[src/rtl/wkh_pkg.sv]
// Shared types and constants for the windowed knob hysteresis scaler.
package wkh_pkg;

  // The window width register and the scaled result are fixed at 10 bits.
  localparam int WIDTH_BITS = 10;
  localparam int QUOT_BITS  = 10;
  localparam int DIV_BITS   = 11;

  // The scale span is 1024; the divisor is the span minus the window width.
  localparam logic [DIV_BITS-1:0]   SCALE_SPAN    = 11'd1024;
  localparam logic [QUOT_BITS-1:0]  OUT_MAX       = 10'd1023;
  localparam logic [WIDTH_BITS-1:0] WIDTH_DEFAULT = 10'd16;

  // Commands from the controller to the datapath.
  typedef struct packed {
    logic load;  // take the request, update the window, start the divide
    logic step;  // one restoring divide step
    logic push;  // move the result into the output register
  } wkh_cmd_t;

  // Status from the datapath back to the controller.
  typedef struct packed {
    logic out_full;  // output register holds a result that is not taken this cycle
  } wkh_sts_t;

endpackage

[src/rtl/wkh_ctrl.sv]
// Controller state machine that sequences window update, divide and result hand-off.
module wkh_ctrl (
  input  logic              clk_i,
  input  logic              rst_ni,
  input  logic              in_valid_i,
  output logic              in_stall_o,
  output logic              cfg_ready_o,
  output wkh_pkg::wkh_cmd_t cmd_o,
  input  wkh_pkg::wkh_sts_t sts_i
);
  import wkh_pkg::*;

  localparam logic [1:0] ST_IDLE = 2'd0;
  localparam logic [1:0] ST_DIV  = 2'd1;
  localparam logic [1:0] ST_DONE = 2'd2;

  localparam int CNT_BITS = $clog2(QUOT_BITS);

  logic [1:0]          state_q, state_d;
  logic [CNT_BITS-1:0] cnt_q, cnt_d;

  // Next state and command decode.
  always_comb begin
    state_d    = state_q;
    cnt_d      = cnt_q;
    cmd_o      = '0;
    in_stall_o = 1'b1;
    unique case (state_q)
      ST_IDLE: begin
        in_stall_o = 1'b0;
        if (in_valid_i) begin
          cmd_o.load = 1'b1;
          cnt_d      = '0;
          state_d    = ST_DIV;
        end
      end
      ST_DIV: begin
        cmd_o.step = 1'b1;
        cnt_d      = cnt_q + 1'b1;
        if (cnt_q == CNT_BITS'(QUOT_BITS - 1)) begin
          state_d = ST_DONE;
        end
      end
      ST_DONE: begin
        if (!sts_i.out_full) begin
          cmd_o.push = 1'b1;
          state_d    = ST_IDLE;
        end
      end
      default: begin
        state_d = ST_IDLE;
      end
    endcase
  end

  // The width register is only written between requests, never in the cycle
  // a request is taken, so a request always sees one width throughout.
  assign cfg_ready_o = (state_q == ST_IDLE) && !in_valid_i;

  // State and step counter.
  always_ff @(posedge clk_i or negedge rst_ni) begin
    if (!rst_ni) begin
      state_q <= ST_IDLE;
      cnt_q   <= '0;
    end else begin
      state_q <= state_d;
      cnt_q   <= cnt_d;
    end
  end

endmodule

[src/rtl/wkh_dp.sv]
// Datapath: width register, window edge, restoring divider and output register.
module wkh_dp #(
  parameter int SAMPLE_BITS = 10
) (
  input  logic                              clk_i,
  input  logic                              rst_ni,
  input  logic [SAMPLE_BITS-1:0]            sample_value_i,
  input  logic                              cfg_we_i,
  input  logic [wkh_pkg::WIDTH_BITS-1:0]    window_width_i,
  input  wkh_pkg::wkh_cmd_t                 cmd_i,
  output wkh_pkg::wkh_sts_t                 sts_o,
  output logic                              out_valid_o,
  input  logic                              out_stall_i,
  output logic [wkh_pkg::QUOT_BITS-1:0]     scaled_value_o,
  output logic                              window_moved_o
);
  import wkh_pkg::*;

  // Wide enough for the upper edge and for comparing against the divisor.
  localparam int EW = ((SAMPLE_BITS > WIDTH_BITS) ? SAMPLE_BITS : WIDTH_BITS) + 1;

  logic [WIDTH_BITS-1:0]  width_q;
  logic [SAMPLE_BITS-1:0] lower_q, lower_d;
  logic                   moved_q, moved_d;
  logic                   sat_q, sat_d;
  logic [DIV_BITS-1:0]    rem_q, rem_d;
  logic [QUOT_BITS-1:0]   quot_q, quot_d;
  logic                   out_valid_q;
  logic [QUOT_BITS-1:0]   out_value_q;
  logic                   out_moved_q;

  logic [EW-1:0]       sample_w, width_w, lower_w, upper_w, edge_w;
  logic [DIV_BITS-1:0] divisor;
  logic [DIV_BITS:0]   rem_sh;
  logic                sub_ok;

  // Window update on a new request: upward test first, then downward.
  always_comb begin
    sample_w = EW'(sample_value_i);
    width_w  = EW'(width_q);
    lower_w  = EW'(lower_q);
    upper_w  = lower_w + width_w;
    edge_w   = lower_w;
    moved_d  = 1'b0;
    if (sample_w > upper_w) begin
      edge_w  = (sample_w >= width_w) ? (sample_w - width_w) : '0;
      moved_d = 1'b1;
    end
    if (sample_w < edge_w) begin
      edge_w  = sample_w;
      moved_d = 1'b1;
    end
    lower_d = edge_w[SAMPLE_BITS-1:0];
  end

  // The quotient exceeds the output range exactly when edge >= divisor.
  assign divisor = SCALE_SPAN - DIV_BITS'(width_q);
  assign sat_d   = (EW'(lower_d) >= EW'(divisor));

  // One restoring divide step; dividend bits below the edge are zero.
  assign rem_sh = {rem_q, 1'b0};
  assign sub_ok = (rem_sh >= {1'b0, divisor});

  always_comb begin
    rem_d  = rem_q;
    quot_d = quot_q;
    if (cmd_i.load) begin
      rem_d  = DIV_BITS'(EW'(lower_d));
      quot_d = '0;
    end else if (cmd_i.step) begin
      rem_d  = sub_ok ? DIV_BITS'(rem_sh - {1'b0, divisor}) : rem_sh[DIV_BITS-1:0];
      quot_d = {quot_q[QUOT_BITS-2:0], sub_ok};
    end
  end

  // Configuration and window state.
  always_ff @(posedge clk_i or negedge rst_ni) begin
    if (!rst_ni) begin
      width_q <= WIDTH_DEFAULT;
      lower_q <= '0;
    end else begin
      if (cfg_we_i) begin
        width_q <= window_width_i;
      end
      if (cmd_i.load) begin
        lower_q <= lower_d;
      end
    end
  end

  // Divider working registers.
  always_ff @(posedge clk_i) begin
    rem_q  <= rem_d;
    quot_q <= quot_d;
    if (cmd_i.load) begin
      moved_q <= moved_d;
      sat_q   <= sat_d;
    end
  end

  // Output register valid flag.
  always_ff @(posedge clk_i or negedge rst_ni) begin
    if (!rst_ni) begin
      out_valid_q <= 1'b0;
    end else if (cmd_i.push) begin
      out_valid_q <= 1'b1;
    end else if (!out_stall_i) begin
      out_valid_q <= 1'b0;
    end
  end

  // Output payload, saturated when the quotient would overflow.
  always_ff @(posedge clk_i) begin
    if (cmd_i.push) begin
      out_value_q <= sat_q ? OUT_MAX : quot_q;
      out_moved_q <= moved_q;
    end
  end

  assign sts_o.out_full = out_valid_q && out_stall_i;
  assign out_valid_o    = out_valid_q;
  assign scaled_value_o = out_value_q;
  assign window_moved_o = out_moved_q;

endmodule

[src/rtl/windowed_knob_hysteresis_scaler_core.sv]
// Top level of the windowed knob hysteresis scaler.
// Sequence per request: window update at acceptance, 10 restoring divide steps, then the
// move into the output register.
// A new request is taken only after the current result moves into the output register;
// a stalled output holds the finished request and the input until the result is taken.
// Reset: window lower edge clears to 0 and the window width returns to 16.
module windowed_knob_hysteresis_scaler_core #(
  parameter int SAMPLE_BITS = 10
) (
  input  logic                           clk_i,
  input  logic                           rst_ni,
  input  logic                           in_valid_i,
  output logic                           in_stall_o,
  input  logic [SAMPLE_BITS-1:0]         sample_value_i,
  output logic                           out_valid_o,
  input  logic                           out_stall_i,
  output logic [wkh_pkg::QUOT_BITS-1:0]  scaled_value_o,
  output logic                           window_moved_o,
  input  logic                           cfg_valid_i,
  output logic                           cfg_ready_o,
  input  logic [wkh_pkg::WIDTH_BITS-1:0] window_width_i
);
  import wkh_pkg::*;

  wkh_cmd_t cmd;
  wkh_sts_t sts;

  wkh_ctrl u_ctrl (
    .clk_i      (clk_i),
    .rst_ni     (rst_ni),
    .in_valid_i (in_valid_i),
    .in_stall_o (in_stall_o),
    .cfg_ready_o(cfg_ready_o),
    .cmd_o      (cmd),
    .sts_i      (sts)
  );

  wkh_dp #(
    .SAMPLE_BITS(SAMPLE_BITS)
  ) u_dp (
    .clk_i         (clk_i),
    .rst_ni        (rst_ni),
    .sample_value_i(sample_value_i),
    .cfg_we_i      (cfg_valid_i && cfg_ready_o),
    .window_width_i(window_width_i),
    .cmd_i         (cmd),
    .sts_o         (sts),
    .out_valid_o   (out_valid_o),
    .out_stall_i   (out_stall_i),
    .scaled_value_o(scaled_value_o),
    .window_moved_o(window_moved_o)
  );

  // An accepted request keeps the input stalled while the divide runs.
  a_busy_after_accept: assert property (@(posedge clk_i) disable iff (!rst_ni)
    (in_valid_i && !in_stall_o) |=> in_stall_o)
    else $error("input not stalled after a request was accepted");

  // A new result only appears after a request was taken.
  a_result_after_request: assert property (@(posedge clk_i) disable iff (!rst_ni)
    $rose(out_valid_o) |-> $past(in_stall_o))
    else $error("result appeared while no request was in flight");

  // A result is never pushed while a request is being taken or configuration written.
  a_push_only_when_busy: assert property (@(posedge clk_i) disable iff (!rst_ni)
    cmd.push |-> (in_stall_o && !cfg_ready_o))
    else $error("result pushed while the block was idle");

endmodule

[config.mk]
export PLATFORM = sky130hd
export DESIGN_NAME = windowed_knob_hysteresis_scaler_core
export DESIGN_NICKNAME = d
export VERILOG_FILES = /design/src/rtl/wkh_pkg.sv /design/src/rtl/wkh_ctrl.sv /design/src/rtl/wkh_dp.sv /design/src/rtl/windowed_knob_hysteresis_scaler_core.sv
export SDC_FILE = /design/constraint.sdc
export NUM_CORES = 1
export LEC_CHECK = 0
export BUFFER_PORTS_ARGS = -buffer_cell sky130_fd_sc_hd__buf_2
export CAP_MARGIN = 10
export CORE_MARGIN = 5
export CORE_UTILIZATION = 45
export CTS_BUF_LIST = sky130_fd_sc_hd__clkbuf_4 sky130_fd_sc_hd__clkbuf_8
export DETAILED_ROUTE_END_ITERATION = 10
export PLACE_DENSITY = 0.67
export SYNTH_ARGS = -nofsm -noshare
export SYNTH_HDL_FRONTEND = slang
export SYNTH_SLANG_ARGS = --single-unit
[constraint.sdc]
create_clock -name clk_i -period 11.6 [get_ports clk_i]
set_clock_uncertainty 0.2 [all_clocks]
set_input_delay 2.32 -clock clk_i [delete_from_list [all_inputs] [get_ports clk_i]]
set_output_delay 2.32 -clock clk_i [all_outputs]
set_load 0.05 [all_outputs]
==> impl_metrics.py, run 1 <==
metrics = {
    "final_layout": {
        "instances_no_fill": 711,
        "n_antenna_cell": 0,
        "most-common-layout-cells": "nand2_1 (69), ha_1 (63), o21ai_0 (42)",
        "final_common_cell": "nand2_1",
        "area_growth_pct": 9.95,
        "nets": 656,
        "drive_gt1_share_pct": 18.4,
    },
    "detailed_routing": {
        "drtIter0Drc": 258,
        "finalWirelength_um": 12100,
        "avgRoutedWirePerCell_um": 17.0,
        "viasPerCell": 5.73,
        "drc": 0,
        "antenna_left": 0,
        "drt_first_pass_iters": 5,
        "via_count": 4073,
    },
    "global_routing": {
        "grt_pass1_vias": 4109,
        "grt_overflow_total": 0,
        "antenna_found_initial": 0,
        "grt_max_degree": 28,
        "track_usage_pct": 19.5,
        "grt_pass1_wl_um": 20100,
    },
    "sta": {
        "period_share_pct": 75.0,
        "finalSetupViolations": 0,
        "maxSlewViolCount": 0,
        "tns_ns": 0,
        "rsz0062_at_grt": "false",
        "tightest_slew_ns": 1.09,
        "fmax_mhz": 115,
        "final-hold-violation-count": 0,
        "fin_crit_ns": 8.69,
        "slew_headroom_pct": 27.3,
    },
    "placement": {
        "dpl.cell_count": 695,
        "gp_congestion": 0.900,
        "hpwl_um": 9550,
        "port_buffers": 38,
    },
    "worst_hold_path": {
        "hp-start": "u_dp.moved_q",
        "worstHoldEndpoint": "u_dp.window_moved_o",
        "hold_class": "flip-flop to flip-flop",
        "whs_path_depth": 0,
    },
    "floorplanning": {
        "placement_rows": 38,
        "coreArea_um2": 10700,
        "fp.dieArea_um2": 13100,
        "initial_core_util_pct": 45.5,
        "die_width_um": 114,
        "ios": 39,
        "die_h_um": 114,
    },
    "synthesis": {
        "syn_avg_cell_area_um2": 9.25,
        "synth_top_area_cell": "ha_1",
        "synth_edf_count": 23,
        "async_flop_share_pct": 44.3,
        "synth.area.top_cells": "ha_1 (16%), edfxtp_1 (14%), dfrtp_1 (13%), nand2_1 (5.3%), dfxtp_1 (4.5%)",
        "synthFlopType": "dfrtp_1",
        "yosysWarnings": 0,
        "syn-instance-count": 529,
        "netlist_area_um2": 4890,
        "synth_cell_types": 65,
        "ys_seq_elements": 61,
        "synth_top_area_share_pct": 16.1,
        "synth_nets": 619,
        "ys_seq_area_share_pct": 32.4,
    },
    "critical_path": {
        "crit_fanout": 22,
        "end_kind": "flip-flop",
        "path_common_cell": "a21o_1",
        "ff2ff_path_depth": 32,
        "critical_path_class": "flip-flop to flip-flop",
        "crit_slowest_cell": "o41ai_1",
        "worstPathRequired_ns": 11.51,
        "r2r_slack_ns": 2.91,
        "crit_path_start_kind": "flip-flop",
        "r2r-start": "u_dp.width_q[0]",
        "cp_data_arrival_time_ns": 8.60,
        "max_stage_delay_ns": 0.74,
        "r2r_end": "u_dp.sat_q",
    },
    "clock_tree": {
        "cts_root_buffer": "clkbuf_8",
        "cts_made_buffers": 9,
        "cts_resized": 0,
        "clkSinkCount": 61,
        "cts_tree": "done",
        "cts_hold_buf": 0,
        "h-tree-depth": 3,
        "clkLatencyLatePin_ns": 0.35,
        "post_cts_buffers": 0,
        "path_clk_slew_ns": 0.07,
        "clock_path_buffers": 2,
    },
    "status": {
        "outcome": "finished, final reports clean",
    },
    "job": {
        "drv_cap": 0,
    },
}
-- metrics by stage --
step	hold WS (ns)	utilization, %	setup slack [ns]	area (um^2)
2_1_floorplan	0.200	-	3.79	4890
3_3_place_gp	0.207	48.4	3.02	5200
3_5_place_dp	0.219	48.4	2.68	5200
4_1_cts	0.236	50.1	2.91	5380
5_1_grt	0.238	50.1	2.28	5380
6_report	0.229	50.1	2.91	5380
-- routing by layer --
metal / track usage [%] / routed length [um] / vias up
li1: - / - / 2007
met1: 25.4 / 5470 / 1971
met2: 33.3 / 5980 / 82
met3: 2.70 / 399 / 13
met4: 6.65 / 203 / 0
met5: 0 / 0 / -
-- cell usage after synthesis, types with 6 or more instances --
library cell,instances
nand2b_1,7
inv_1,33
mux2_4,7
clkbuf_1,10
a21o_1,12
xor2_1,10
edfxtp_1,23
ha_1,63
mux2_2,9
o21ai_0,42
a21oi_1,22
nand3_1,20
or2_2,15
mux2i_1,8
o31ai_1,10
nor3_1,6
a211oi_1,9
nor2b_1,7
nand2_1,69
dfxtp_1,11
nor2_1,22
dfrtp_1,26
xnor2_1,16
-- critical path: cells and delay by family, from the launching register on --
family / cells / cell delay, ns
compound gates: 20 / 4.98
fa+ha+maj: 5 / 1.60
simple gates: 4 / 0.53
flops: 1 / 0.47
mux: 1 / 0.45
xor+xnor: 1 / 0.11
buf+inv: 1 / 0.10
-- layout make-up --
class / count / area (um^2)
Tap cell: 140 / 175
Clock inverter: 7 / 51.3
Clock buffer: 9 / 124
Timing Repair Buffer: 39 / 198
Fill cell: 1060 / 5370
Sequential cell: 61 / 1590
Inverter: 34 / 128
Multi-Input combinational cell: 421 / 3120
-- state kept, by name (all words and copies together), names as in the netlist --
| register | cells |
|---|---|
| u_dp.out_valid_o | 1 |
| u_dp.quot_q | 10 |
| u_dp.lower_q | 10 |
| u_dp.width_q | 10 |
| u_dp.moved_q | 1 |
| u_dp.sat_q | 1 |
| u_dp.rem_q | 11 |
| u_ctrl.cnt_q | 4 |
| u_dp.scaled_value_o | 10 |
| u_ctrl.state_q | 2 |
| u_dp.window_moved_o | 1 |
-- kinds of logic after synthesis --
| group | count (synthesis) | share of synthesized area, % |
|---|---|---|
| buffers and inverters | 47 | 3.86 |
| and+or+nand+nor | 166 | 16.6 |
| muxes | 24 | 5.86 |
| AOI/OAI and AO/OA | 140 | 19.7 |
| DFF | 61 | 32.4 |
| adders and majority gates | 65 | 16.9 |
| xor gates and xnor gates | 26 | 4.65 |
-- how the worst max path moves through the flow --
stage	startpoint	endpoint	slack (ns)	cells after the start
floorplan	sample_value_i[4]	u_dp.sat_q	3.79	26
global placement	sample_value_i[4]	u_dp.sat_q	3.02	25
detailed placement	sample_value_i[4]	u_dp.sat_q	2.68	25
CTS	u_dp.width_q[0]	u_dp.sat_q	2.91	32
global route	u_dp.width_q[0]	u_dp.sat_q	2.28	32
finish	u_dp.width_q[0]	u_dp.sat_q	2.91	32
Power of run 1 is left out: the tool's default activity adds up to more than one toggle a clock period on the data nets, which glitch-free logic cannot reach.
==> run 2, diff against run 1 <==
- clock period: 11.6 -> 9.09 ns (I/O delays scaled with it)
==> run 2 against run 1 <==
Critical path depth unchanged. Highest routed layer unchanged. Maximum frequency increased by 1.2%. Count of clock-buffer cells in the layout unchanged. Non-clock buffer count unchanged. Die area unchanged. Cell area about the same. Worst hold slack got worse by 0.0022 ns. Register-to-register slack got worse by 2.4 ns. Global-route usage increased by 0.26 points. Flip-flop and latch count unchanged.
==> impl_metrics.py, run 2 (same netlist as run 1, synthesis figures left out) <==
metrics = {
    "sta": {
        "slew_headroom_pct": 27.2,
        "maxSlewViolCount": 0,
        "fmax_mhz": 116,
        "final-hold-violation-count": 0,
        "tightest_slew_ns": 1.09,
        "tns_ns": 0,
        "period_share_pct": 94.5,
        "fin_crit_ns": 8.59,
        "rsz0062_at_grt": "false",
        "finalSetupViolations": 0,
    },
    "detailed_routing": {
        "avgRoutedWirePerCell_um": 17.7,
        "antenna_left": 0,
        "drt_first_pass_iters": 4,
        "via_count": 4100,
        "top_layer_used": "met4",
        "viasPerCell": 5.77,
        "wirelength_met1_um": 5800,
        "finalWirelength_um": 12600,
        "drtIter0Drc": 192,
        "drc": 0,
        "met3_length_um": 467,
        "wl_met2_um": 6130,
    },
    "critical_path": {
        "path_common_cell": "a21o_1",
        "r2r_end": "u_dp.sat_q",
        "crit_start": "u_dp.width_q[0]",
        "worstPathRequired_ns": 9.00,
        "ff2ff_path_depth": 32,
        "crit_path_start_kind": "flip-flop",
        "cp_data_arrival_time_ns": 8.50,
        "crit_end": "u_dp.sat_q",
        "crit_slowest_cell": "o41ai_1",
        "r2r_slack_ns": 0.50,
        "end_kind": "flip-flop",
        "crit_fanout": 22,
        "r2r-start": "u_dp.width_q[0]",
        "critical_path_class": "flip-flop to flip-flop",
        "max_stage_delay_ns": 0.70,
    },
    "clock_tree": {
        "clkLatencyLatePin_ns": 0.35,
        "clkSinkCount": 61,
        "cts_resized": 0,
        "post_cts_buffers": 0,
        "cts_tree": "done",
        "h-tree-depth": 3,
        "clock_path_buffers": 2,
        "path_clk_slew_ns": 0.08,
        "cts_made_buffers": 9,
        "cts_hold_buf": 0,
        "cts_root_buffer": "clkbuf_8",
    },
    "final_layout": {
        "drive_gt1_share_pct": 18.4,
        "most-common-layout-cells": "nand2_1 (69), ha_1 (63), o21ai_0 (42)",
        "regMostFlops": "u_dp.rem_q",
        "area_growth_pct": 9.92,
        "nets": 656,
        "final_common_cell": "nand2_1",
        "fillers": 1059,
        "largest_reg_flops": 11,
        "n_antenna_cell": 0,
    },
    "floorplanning": {
        "fp.dieArea_um2": 13100,
        "die_width_um": 114,
        "coreArea_um2": 10700,
        "placement_rows": 38,
        "ios": 39,
        "initial_core_util_pct": 45.5,
        "die_h_um": 114,
    },
    "status": {
        "outcome": "finished, final reports clean",
    },
    "global_routing": {
        "grt_overflow_total": 0,
        "grt_pass1_vias": 3974,
        "track_usage_pct": 19.8,
        "antenna_found_initial": 0,
        "grt_max_degree": 28,
        "grt_pass1_wl_um": 20200,
    },
    "placement": {
        "hpwl_um": 10000,
        "port_buffers": 38,
        "gp_congestion": 0.998,
    },
    "job": {
        "drv_cap": 0,
    },
    "worst_hold_path": {
        "hold_class": "flip-flop to flip-flop",
    },
}
run 2: through the flow:
stage	hold WS, ns	instances	worst slack (ns)	cell area, um^2	utilization [%]
finish	0.227	711	0.496	5380	50.1
global route	0.245	711	0.0152	5380	50.1
CTS	0.231	711	0.503	5380	50.1
detailed placement	0.212	695	0.518	5200	48.4
global placement	0.206	695	0.745	5200	48.4
floorplan	0.200	529	1.77	4890	-
run 2: worst min-delay path by stage:
stage,from,end,cells past startpoint
floorplan,u_dp.moved_q,u_dp.window_moved_o,0
global route,u_dp.moved_q,u_dp.window_moved_o,0
finish,u_dp.moved_q,u_dp.window_moved_o,0
global placement,u_dp.moved_q,u_dp.window_moved_o,0
CTS,u_dp.moved_q,u_dp.window_moved_o,0
detailed placement,u_dp.moved_q,u_dp.window_moved_o,0
run 2: worst max-delay path, delay by kind of cell (launching register included):
kind	cells	cell delay [ns]
compound gates	20	4.94
fa+ha+maj	5	1.61
simple gates	4	0.49
flops	1	0.47
mux	1	0.45
buf+inv	1	0.10
xor+xnor	1	0.09
run 2: layout make-up:
| cell class | instances | area [um^2] | share of cell area, % |
|---|---|---|---|
| sequential | 61 | 1590 | 29.5 |
| clock inverter | 7 | 50.0 | 0.930 |
| multi-input combinational | 421 | 3120 | 57.9 |
| tap | 140 | 175 | 3.26 |
| clock buffer | 9 | 124 | 2.30 |
| inverter | 34 | 128 | 2.37 |
| timing repair buffer | 39 | 198 | 3.68 |
run 2: routing by layer:
layer / GRT usage (%) / vias to the layer above
met4: 5.94 / 0
met3: 3.01 / 14
met2: 33.8 / 88
met1: 25.9 / 1988
li1: - / 2010
met5: 0 / -
Power of run 2 is left out for the same reason.
